--- src/rtl/tcfp_pkg.sv ---
// Shared types, constants and helpers for the tagged command frame parser.
// Used by every module under rtl/.
`default_nettype none

package tcfp_pkg;

	localparam int FRAME_CAPACITY = 32;
	localparam int POS_W          = $clog2(FRAME_CAPACITY + 1);

	localparam int BYTE_W   = 8;
	localparam int LEN_W    = 6;
	localparam int CODE_W   = 3;
	localparam int REPLY_W  = 2;
	localparam int CFG_IDX_W = 2;
	localparam int OUT_W    = 32;

	localparam logic [BYTE_W-1:0] ASCII_ZERO = 8'd48;

	localparam logic [CFG_IDX_W-1:0] REG_START_MARKER   = 2'd0;
	localparam logic [CFG_IDX_W-1:0] REG_END_MARKER     = 2'd1;
	localparam logic [CFG_IDX_W-1:0] REG_COMMAND_MARKER = 2'd2;
	localparam logic [CFG_IDX_W-1:0] REG_PARAM_SEP      = 2'd3;

	localparam logic [BYTE_W-1:0] RST_START_MARKER   = 8'd60;
	localparam logic [BYTE_W-1:0] RST_END_MARKER     = 8'd62;
	localparam logic [BYTE_W-1:0] RST_COMMAND_MARKER = 8'd33;
	localparam logic [BYTE_W-1:0] RST_PARAM_SEP      = 8'd59;

	localparam logic [CODE_W-1:0] CMD_HI      = 3'd0;
	localparam logic [CODE_W-1:0] CMD_BY      = 3'd1;
	localparam logic [CODE_W-1:0] CMD_OK      = 3'd2;
	localparam logic [CODE_W-1:0] CMD_PV      = 3'd3;
	localparam logic [CODE_W-1:0] CMD_UNKNOWN = 3'd4;

	localparam logic [REPLY_W-1:0] REPLY_NONE = 2'd0;
	localparam logic [REPLY_W-1:0] REPLY_HI   = 2'd1;
	localparam logic [REPLY_W-1:0] REPLY_BYE  = 2'd2;

	typedef struct packed {
		logic [BYTE_W-1:0] start_marker;
		logic [BYTE_W-1:0] end_marker;
		logic [BYTE_W-1:0] command_marker;
		logic [BYTE_W-1:0] param_separator;
	} cfg_t;

	typedef struct packed {
		logic [REPLY_W-1:0] reply_code;
		logic [BYTE_W-1:0]  first_param;
		logic [LEN_W-1:0]   param_count;
		logic [CODE_W-1:0]  command_code;
		logic               is_command;
		logic               overflowed;
		logic [LEN_W-1:0]   frame_length;
	} result_t;

	function automatic logic [LEN_W-1:0] to_len(input logic [POS_W-1:0] x);
		logic [POS_W+LEN_W-1:0] ext;
		ext = {{LEN_W{1'b0}}, x};
		return ext[LEN_W-1:0];
	endfunction

	function automatic logic [CODE_W-1:0] lookup_cmd(
		input logic [BYTE_W-1:0] l1,
		input logic [BYTE_W-1:0] l2
	);
		logic [CODE_W-1:0] code;
		code = CMD_UNKNOWN;
		if (l1 == 8'h48 && l2 == 8'h49) code = CMD_HI;
		else if (l1 == 8'h42 && l2 == 8'h59) code = CMD_BY;
		else if (l1 == 8'h4F && l2 == 8'h4B) code = CMD_OK;
		else if (l1 == 8'h50 && l2 == 8'h56) code = CMD_PV;
		return code;
	endfunction

endpackage

`default_nettype wire

--- src/rtl/tagged_command_frame_parser.sv ---
// Top level of the tagged command frame parser: stream ports, config port,
// result register. Depends on tcfp_pkg, tcfp_cfg_regs and tcfp_frame.
`default_nettype none

// One received byte per item, one item per cycle sustained. Each byte is
// registered, checked against the marker registers and folded into the
// frame state; an end marker inside a frame, once it sits in the input byte
// register, loads one result into the output register, which offers it. The
// input keeps accepting while a result waits, and stalls only when a second
// result is due before the first has been taken. Bytes before a start
// marker, repeated start markers and body bytes beyond FRAME_CAPACITY
// produce no result. Configuration writes are always ready and should be
// made only while no frame byte is in flight.
module tagged_command_frame_parser
	import tcfp_pkg::*;
(
	input  wire logic                 clk,
	input  wire logic                 arst_n,
	input  wire logic                 s_tvalid,
	output logic                      s_tready,
	input  wire logic [BYTE_W-1:0]    s_tdata,   // [7:0] rx_byte
	output logic                      m_tvalid,
	input  wire logic                 m_tready,
	// [5:0] frame_length, [6] overflowed, [7] is_command, [10:8] command_code,
	// [16:11] param_count, [24:17] first_param, [26:25] reply_code, rest 0
	output logic [OUT_W-1:0]          m_tdata,
	input  wire logic                 cfg_valid,
	output logic                      cfg_ready,
	input  wire logic [CFG_IDX_W-1:0] cfg_index,
	input  wire logic [BYTE_W-1:0]    cfg_data
);

	cfg_t    cfg;
	result_t res;
	result_t res_q;
	logic    m_valid_q;
	logic    busy;
	logic    emit;
	logic    adv;
	logic    load;

	assign cfg_ready = 1'b1;

	tcfp_cfg_regs u_cfg (
		.clk      (clk),
		.arst_n   (arst_n),
		.wr_en    (cfg_valid),
		.wr_index (cfg_index),
		.wr_data  (cfg_data),
		.cfg      (cfg)
	);

	assign adv      = !emit || !m_valid_q || m_tready;
	assign s_tready = !busy || adv;
	assign load     = s_tvalid && s_tready;

	tcfp_frame u_frame (
		.clk     (clk),
		.arst_n  (arst_n),
		.cfg     (cfg),
		.load    (load),
		.rx_byte (s_tdata),
		.adv     (adv),
		.busy    (busy),
		.emit    (emit),
		.res     (res)
	);

	always_ff @(posedge clk or negedge arst_n) begin
		if (!arst_n) begin
			m_valid_q <= 1'b0;
		end else if (emit && adv) begin
			m_valid_q <= 1'b1;
		end else if (m_tready) begin
			m_valid_q <= 1'b0;
		end
	end

	always_ff @(posedge clk) begin
		if (emit && adv) begin
			res_q <= res;
		end
	end

	assign m_tvalid = m_valid_q;
	assign m_tdata  = {{(OUT_W - $bits(result_t)){1'b0}}, res_q};

endmodule

`default_nettype wire

--- src/rtl/tcfp_cfg_regs.sv ---
// Configuration registers of the frame parser: marker and separator bytes.
// Depends on tcfp_pkg.
`default_nettype none

module tcfp_cfg_regs
	import tcfp_pkg::*;
(
	input  wire logic                 clk,
	input  wire logic                 arst_n,
	input  wire logic                 wr_en,
	input  wire logic [CFG_IDX_W-1:0] wr_index,
	input  wire logic [BYTE_W-1:0]    wr_data,
	output cfg_t                      cfg
);

	cfg_t cfg_q;

	always_ff @(posedge clk or negedge arst_n) begin
		if (!arst_n) begin
			cfg_q.start_marker    <= RST_START_MARKER;
			cfg_q.end_marker      <= RST_END_MARKER;
			cfg_q.command_marker  <= RST_COMMAND_MARKER;
			cfg_q.param_separator <= RST_PARAM_SEP;
		end else if (wr_en) begin
			case (wr_index)
				REG_START_MARKER:   cfg_q.start_marker    <= wr_data;
				REG_END_MARKER:     cfg_q.end_marker      <= wr_data;
				REG_COMMAND_MARKER: cfg_q.command_marker  <= wr_data;
				REG_PARAM_SEP:      cfg_q.param_separator <= wr_data;
				default: ;
			endcase
		end
	end

	assign cfg = cfg_q;

endmodule

`default_nettype wire

--- src/rtl/tcfp_frame.sv ---
// Input byte register, frame state and per-byte update of the parser.
// Depends on tcfp_pkg; result goes to the output register in the top level.
`default_nettype none

module tcfp_frame
	import tcfp_pkg::*;
(
	input  wire logic              clk,
	input  wire logic              arst_n,
	input  wire cfg_t              cfg,
	input  wire logic              load,
	input  wire logic [BYTE_W-1:0] rx_byte,
	input  wire logic              adv,
	output logic                   busy,
	output logic                   emit,
	output result_t                res
);

	logic              v_s1;
	logic [BYTE_W-1:0] byte_s1;

	logic              in_frame_q;
	logic [POS_W-1:0]  pos_q;
	logic [BYTE_W-1:0] letter1_q;
	logic [BYTE_W-1:0] letter2_q;
	logic              marker_q;
	logic [BYTE_W-1:0] acc_q;
	logic [POS_W-1:0]  sep_q;
	logic              ovf_q;

	logic              is_start;
	logic              is_end;
	logic              step;
	logic [BYTE_W-1:0] digit;
	logic [BYTE_W-1:0] acc_next;
	logic [CODE_W-1:0] code;

	always_ff @(posedge clk or negedge arst_n) begin
		if (!arst_n) begin
			v_s1 <= 1'b0;
		end else if (load) begin
			v_s1 <= 1'b1;
		end else if (adv) begin
			v_s1 <= 1'b0;
		end
	end

	always_ff @(posedge clk) begin
		if (load) begin
			byte_s1 <= rx_byte;
		end
	end

	assign busy     = v_s1;
	assign is_start = (byte_s1 == cfg.start_marker);
	assign is_end   = (byte_s1 == cfg.end_marker);
	assign step     = v_s1 && adv;
	assign digit    = byte_s1 - ASCII_ZERO;
	assign acc_next = {acc_q[4:0], 3'b000} + {acc_q[6:0], 1'b0} + digit;
	assign emit     = v_s1 && in_frame_q && !is_start && is_end;

	always_ff @(posedge clk or negedge arst_n) begin
		if (!arst_n) begin
			in_frame_q <= 1'b0;
			pos_q      <= '0;
			letter1_q  <= '0;
			letter2_q  <= '0;
			marker_q   <= 1'b0;
			acc_q      <= '0;
			sep_q      <= '0;
			ovf_q      <= 1'b0;
		end else if (step) begin
			if (!in_frame_q) begin
				if (is_start) begin
					in_frame_q <= 1'b1;
					pos_q      <= '0;
					letter1_q  <= '0;
					letter2_q  <= '0;
					marker_q   <= 1'b0;
					acc_q      <= '0;
					sep_q      <= '0;
					ovf_q      <= 1'b0;
				end
			end else if (is_start) begin
				// repeated start inside a frame is ignored
			end else if (is_end) begin
				in_frame_q <= 1'b0;
			end else if (pos_q >= POS_W'(FRAME_CAPACITY)) begin
				ovf_q <= 1'b1;
			end else begin
				if (pos_q == POS_W'(0)) begin
					letter1_q <= byte_s1;
				end else if (pos_q == POS_W'(1)) begin
					letter2_q <= byte_s1;
				end else if (pos_q == POS_W'(2)) begin
					marker_q <= (byte_s1 == cfg.command_marker);
				end else if (pos_q <= POS_W'(5)) begin
					acc_q <= acc_next;
				end
				if (byte_s1 == cfg.param_separator) begin
					sep_q <= sep_q + POS_W'(1);
				end
				pos_q <= pos_q + POS_W'(1);
			end
		end
	end

	always_comb begin
		code             = marker_q ? lookup_cmd(letter1_q, letter2_q) : CMD_UNKNOWN;
		res.frame_length = to_len(pos_q);
		res.overflowed   = ovf_q;
		res.is_command   = marker_q;
		res.command_code = code;
		res.param_count  = to_len(sep_q);
		res.first_param  = acc_q;
		case (code)
			CMD_HI:  res.reply_code = REPLY_HI;
			CMD_BY:  res.reply_code = REPLY_BYE;
			default: res.reply_code = REPLY_NONE;
		endcase
	end

endmodule

`default_nettype wire
--- config.mk ---
export PLATFORM = sky130hd
export DESIGN_NAME = tagged_command_frame_parser
export DESIGN_NICKNAME = d
export VERILOG_FILES = /design/src/rtl/tcfp_pkg.sv /design/src/rtl/tagged_command_frame_parser.sv /design/src/rtl/tcfp_cfg_regs.sv /design/src/rtl/tcfp_frame.sv
export SDC_FILE = /design/constraint.sdc
export NUM_CORES = 1
export LEC_CHECK = 0
export BUFFER_PORTS_ARGS = -buffer_cell sky130_fd_sc_hd__buf_2
export CORE_MARGIN = 2
export CORE_UTILIZATION = 30
export CTS_CLUSTER_SIZE = 24
export DETAILED_ROUTE_END_ITERATION = 8
export RECOVER_POWER = 50
export SLEW_MARGIN = 20
export SYNTH_ARGS = -nofsm -noshare
export SYNTH_HDL_FRONTEND = slang
export SYNTH_SLANG_ARGS = --single-unit
export TNS_END_PERCENT = 1
--- constraint.sdc ---
create_clock -name clk -period 4.16 [get_ports clk]
set_input_delay 0.624 -clock clk [delete_from_list [all_inputs] [get_ports clk]]
set_output_delay 0.624 -clock clk [all_outputs]
set_load 0.05 [all_outputs]
==> qor.yml <==
run_status:
  status: "finished, violations left"
  violations: "capacitance limit, slew limit"
grt:
  grt.overflow.total: 0
  grt_antenna_before_repair: 0
  grt_pass1_wl_mm: 19.5
  grt_max_degree: 48
  grt_usage: 0.130
  grt_pass1_vias: 3509
yosys:
  synth_edf_count: 35
  async_reset_ff_frac: 0.676
  synth_cell_type_count: 64
  syn_inst: 432
  ys_seq_area_frac: 0.534
  ys_warn_count: 0
  syn_area_per_cell_um2: 12.6
  ys.flop_type: "dfrtp_1"
  netlist_area_um2: 5430
  ys_ff_latch: 108
detailed_routing:
  dr_wl_met2_mm: 5.51
  dr.pass1.iters: 4
  drt.antenna.violating_nets: 0
  viasPerCell: 4.89
  avgRoutedWirePerCell_um: 16.7
  finalWirelength_mm: 12.0
  drc: 0
  vias: 3514
  wl_met1_mm: 5.65
  topRoutingLayerUsed: "met4"
  dr_wl_met3_um: 602
  drtIter0Drc: 167
timing:
  max_freq_ghz: 0.299
  slew_headroom: -0.0140
  hold_viol: 0
  setup_viol: 0
  fin_crit_sh: 0.805
  fin_skew_ns: 0.0145
  period_needed_ns: 3.35
  finalWorstSetupSlack_ns: 0.810
  rsz0062_at_grt: "false"
  slew_violations: 28
  holdWs_ns: 0.448
  tightest_slew_ns: 1.52
  tns_ns: 0
clock_tree:
  cts_tree: "done"
  ctsRootBufferMaster: "clkbuf_16"
  cts.clk_slew.worst_paths_ns: 0.07
  numCtsBuffers: 9
  cts_buffer_depth: 2
  h-tree-depth: 3
  cts_sinks: 108
  cts_resized: 0
  cts_hold_buf: 0
  clk_latency_ns: 0.36
  post_cts_buffers: 0
flow_run:
  maxCapViolations: 1
cells_and_area:
  drive_above_1_share: 0.266
  fin_nets: 529
  area_growth_pct: 13.8
  fin_cells: 718
  nFillCells: 1761
  antenna_cells: 0
  fin_util: 0.346
critical_path:
  crit_arrival_ns: 2.73
  start_kind: "flip-flop"
  critical_path_required_ns: 3.54
  worst_path_max_delay_cell: "edfxtp_1"
  end_kind: "primary output"
  crit_path_max_incr_delay_ns: 0.56
  path_cells: "xor2_1 -> nor4_2 -> buf_4 -> and2_4 -> inv_2 -> nand4_1 -> nand2b_1 -> buf_2"
  path_max_fanout: 22
  critPathKind: "reg -> out"
floorplan:
  dieWidth_um: 139
  initial_core_util: 0.304
  ios: 58
  die_area_um2: 19200
  core-area_um2: 17800
  die_h_um: 139
  rows: 49
placement:
  dp_hpwl_mm: 9.22
  gp_congestion: 0.854
  pre_cts_ws_ns: 0.887
  place_inst: 702
  port-buffer-count: 51
power:
  p_per_area_nw_per_um2: 422
  power.leakage_nw: 2.46
  irDropWorstVdd_v: 0.000231
worst_hold_path:
  worst_hold_path_type: "in -> reg"
## synth_stat cells, types with 3 or more instances
cell	number	area (um2)
inv_1	27	101
a21oi_1	9	45.0
a22o_1	10	87.6
xnor2_1	20	175
ha_1	17	213
nand4_1	6	37.5
mux2i_1	12	120
nor4_2	5	62.6
nor3_1	3	15.0
o21ai_0	5	25.0
mux2_2	32	360
xor2_1	19	166
o211ai_1	4	30.0
buf_4	7	52.6
nand2_1	23	86.3
buf_6	4	45.0
nand2b_1	3	18.8
a22oi_1	3	22.5
nor4_1	7	43.8
fa_1	5	100
nand3_1	12	60.1
dfstp_2	16	420
dfrtp_1	57	1430
buf_2	5	25.0
nor2_1	10	37.5
a32o_1	10	100
and2_1	4	25.0
edfxtp_1	35	1050
a21o_1	4	30.0
o2bb2ai_1	4	35.0
nor2b_1	3	18.8
clkbuf_1	6	22.5
nand3b_1	4	30.0
## worst paths after layout
check                                   start                  to  slack [ns]  depth (start not counted)
setup reg to reg           u_frame.byte_s1[1]    u_frame.acc_q[2]        0.88                         10
hold reg to reg                 u_frame.ovf_q          m_tdata[6]        0.45                          0
hold / removal                     s_tdata[6]  u_frame.byte_s1[6]        0.45                          1
min in group asynchronous              arst_n        u_frame.busy        0.63                          1
max in group asynchronous              arst_n       u_cfg.cfg[14]        1.70                          2
setup / recovery           u_frame.byte_s1[1]            s_tready        0.81                          8
## cell usage in the layout (no fill, tap or decap), types with 3 or more instances in the layout
| master | synthesis | layout |
|---|---|---|
| nand2_1 | 23 | 23 |
| nor4_1 | 7 | 7 |
| nor2_1 | 10 | 9 |
| a32o_1 | 10 | 10 |
| buf_4 | 7 | 7 |
| clkbuf_1 | 6 | 10 |
| o211ai_1 | 4 | 4 |
| a21oi_1 | 9 | 9 |
| nand3b_1 | 4 | 4 |
| a22o_1 | 10 | 10 |
| nand2b_1 | 3 | 3 |
| mux2i_1 | 12 | 12 |
| conb_1 | 2 | 6 |
| dfrtp_1 | 57 | 57 |
| nor2b_1 | 3 | 3 |
| clkbuf_16 | 0 | 10 |
| xnor2_1 | 20 | 20 |
| mux2_2 | 32 | 32 |
| buf_2 | 5 | 44 |
| nand3_1 | 12 | 12 |
| and2_1 | 4 | 4 |
| inv_1 | 27 | 27 |
| nor4_2 | 5 | 5 |
| nor3_1 | 3 | 3 |
| nand4_1 | 6 | 6 |
| ha_1 | 17 | 17 |
| xor2_1 | 19 | 19 |
| dfstp_2 | 16 | 16 |
| edfxtp_1 | 35 | 35 |
| a21o_1 | 4 | 4 |
| a22oi_1 | 3 | 3 |
| o21ai_0 | 5 | 5 |
| fa_1 | 5 | 5 |
| o2bb2ai_1 | 4 | 4 |
## through the flow
step / power (mW) / cell area [um2]
floorplan: 1.63 / 5450
global placement: 1.77 / 5900
detailed placement: 1.78 / 5900
CTS: 2.63 / 6200
global route: 2.73 / 6180
finish: 2.61 / 6180
## per-layer routing
layer	track usage	up-vias
li1	-	1673
met1	0.177	1732
met2	0.202	94
met3	0.0283	15
met4	0.0575	0
met5	0	-
## registers in the layout, summed over array words and instances, names as in the netlist
register	cells
u_frame.letter1_q	8
u_frame.byte_s1	8
m_tvalid	1
m_tdata	27
u_frame.letter2_q	8
u_frame.sep_q	6
u_frame.acc_q	8
u_frame.busy	1
u_frame.pos_q	6
u_cfg.cfg	32
u_frame.marker_q	1
u_frame.ovf_q	1
u_frame.in_frame_q	1
## logic make-up after synthesis
group,share of synthesized area
and+or+nand+nor,0.101
xor gates and xnor gates,0.0629
adders and majority gates,0.0576
AOI/OAI and AO/OA,0.101
muxes,0.0926
other,0.00138
DFF,0.534
buffers and inverters,0.0495
## report_power, final
group / switching, mW / leakage [nW] / internal (mW) / total, mW
clock: 0.390 / 0.146 / 0.465 / 0.855
sequential: 0.0955 / 1.20 / 1.21 / 1.31
combinational: 0.256 / 1.11 / 0.189 / 0.445
total: 0.742 / 2.46 / 1.86 / 2.61
## area by class of cell
class / instances / area (um2) / area share
clock buffer: 13 / 272 / 0.0439
tap: 229 / 287 / 0.0464
clock inverter: 3 / 26.3 / 0.00425
multi-input combinational: 276 / 2280 / 0.369
timing repair buffer: 60 / 308 / 0.0498
inverter: 29 / 109 / 0.0176
sequential: 108 / 2900 / 0.469
## critical path, delay by kind of cell (launching register included)
family | cells | cell delay [ns]
xor+xnor | 1 | 0.24
buf+inv | 3 | 0.58
simple gates | 4 | 0.98
flops | 1 | 0.56
Note: power is estimated with default switching activity, not from simulation.
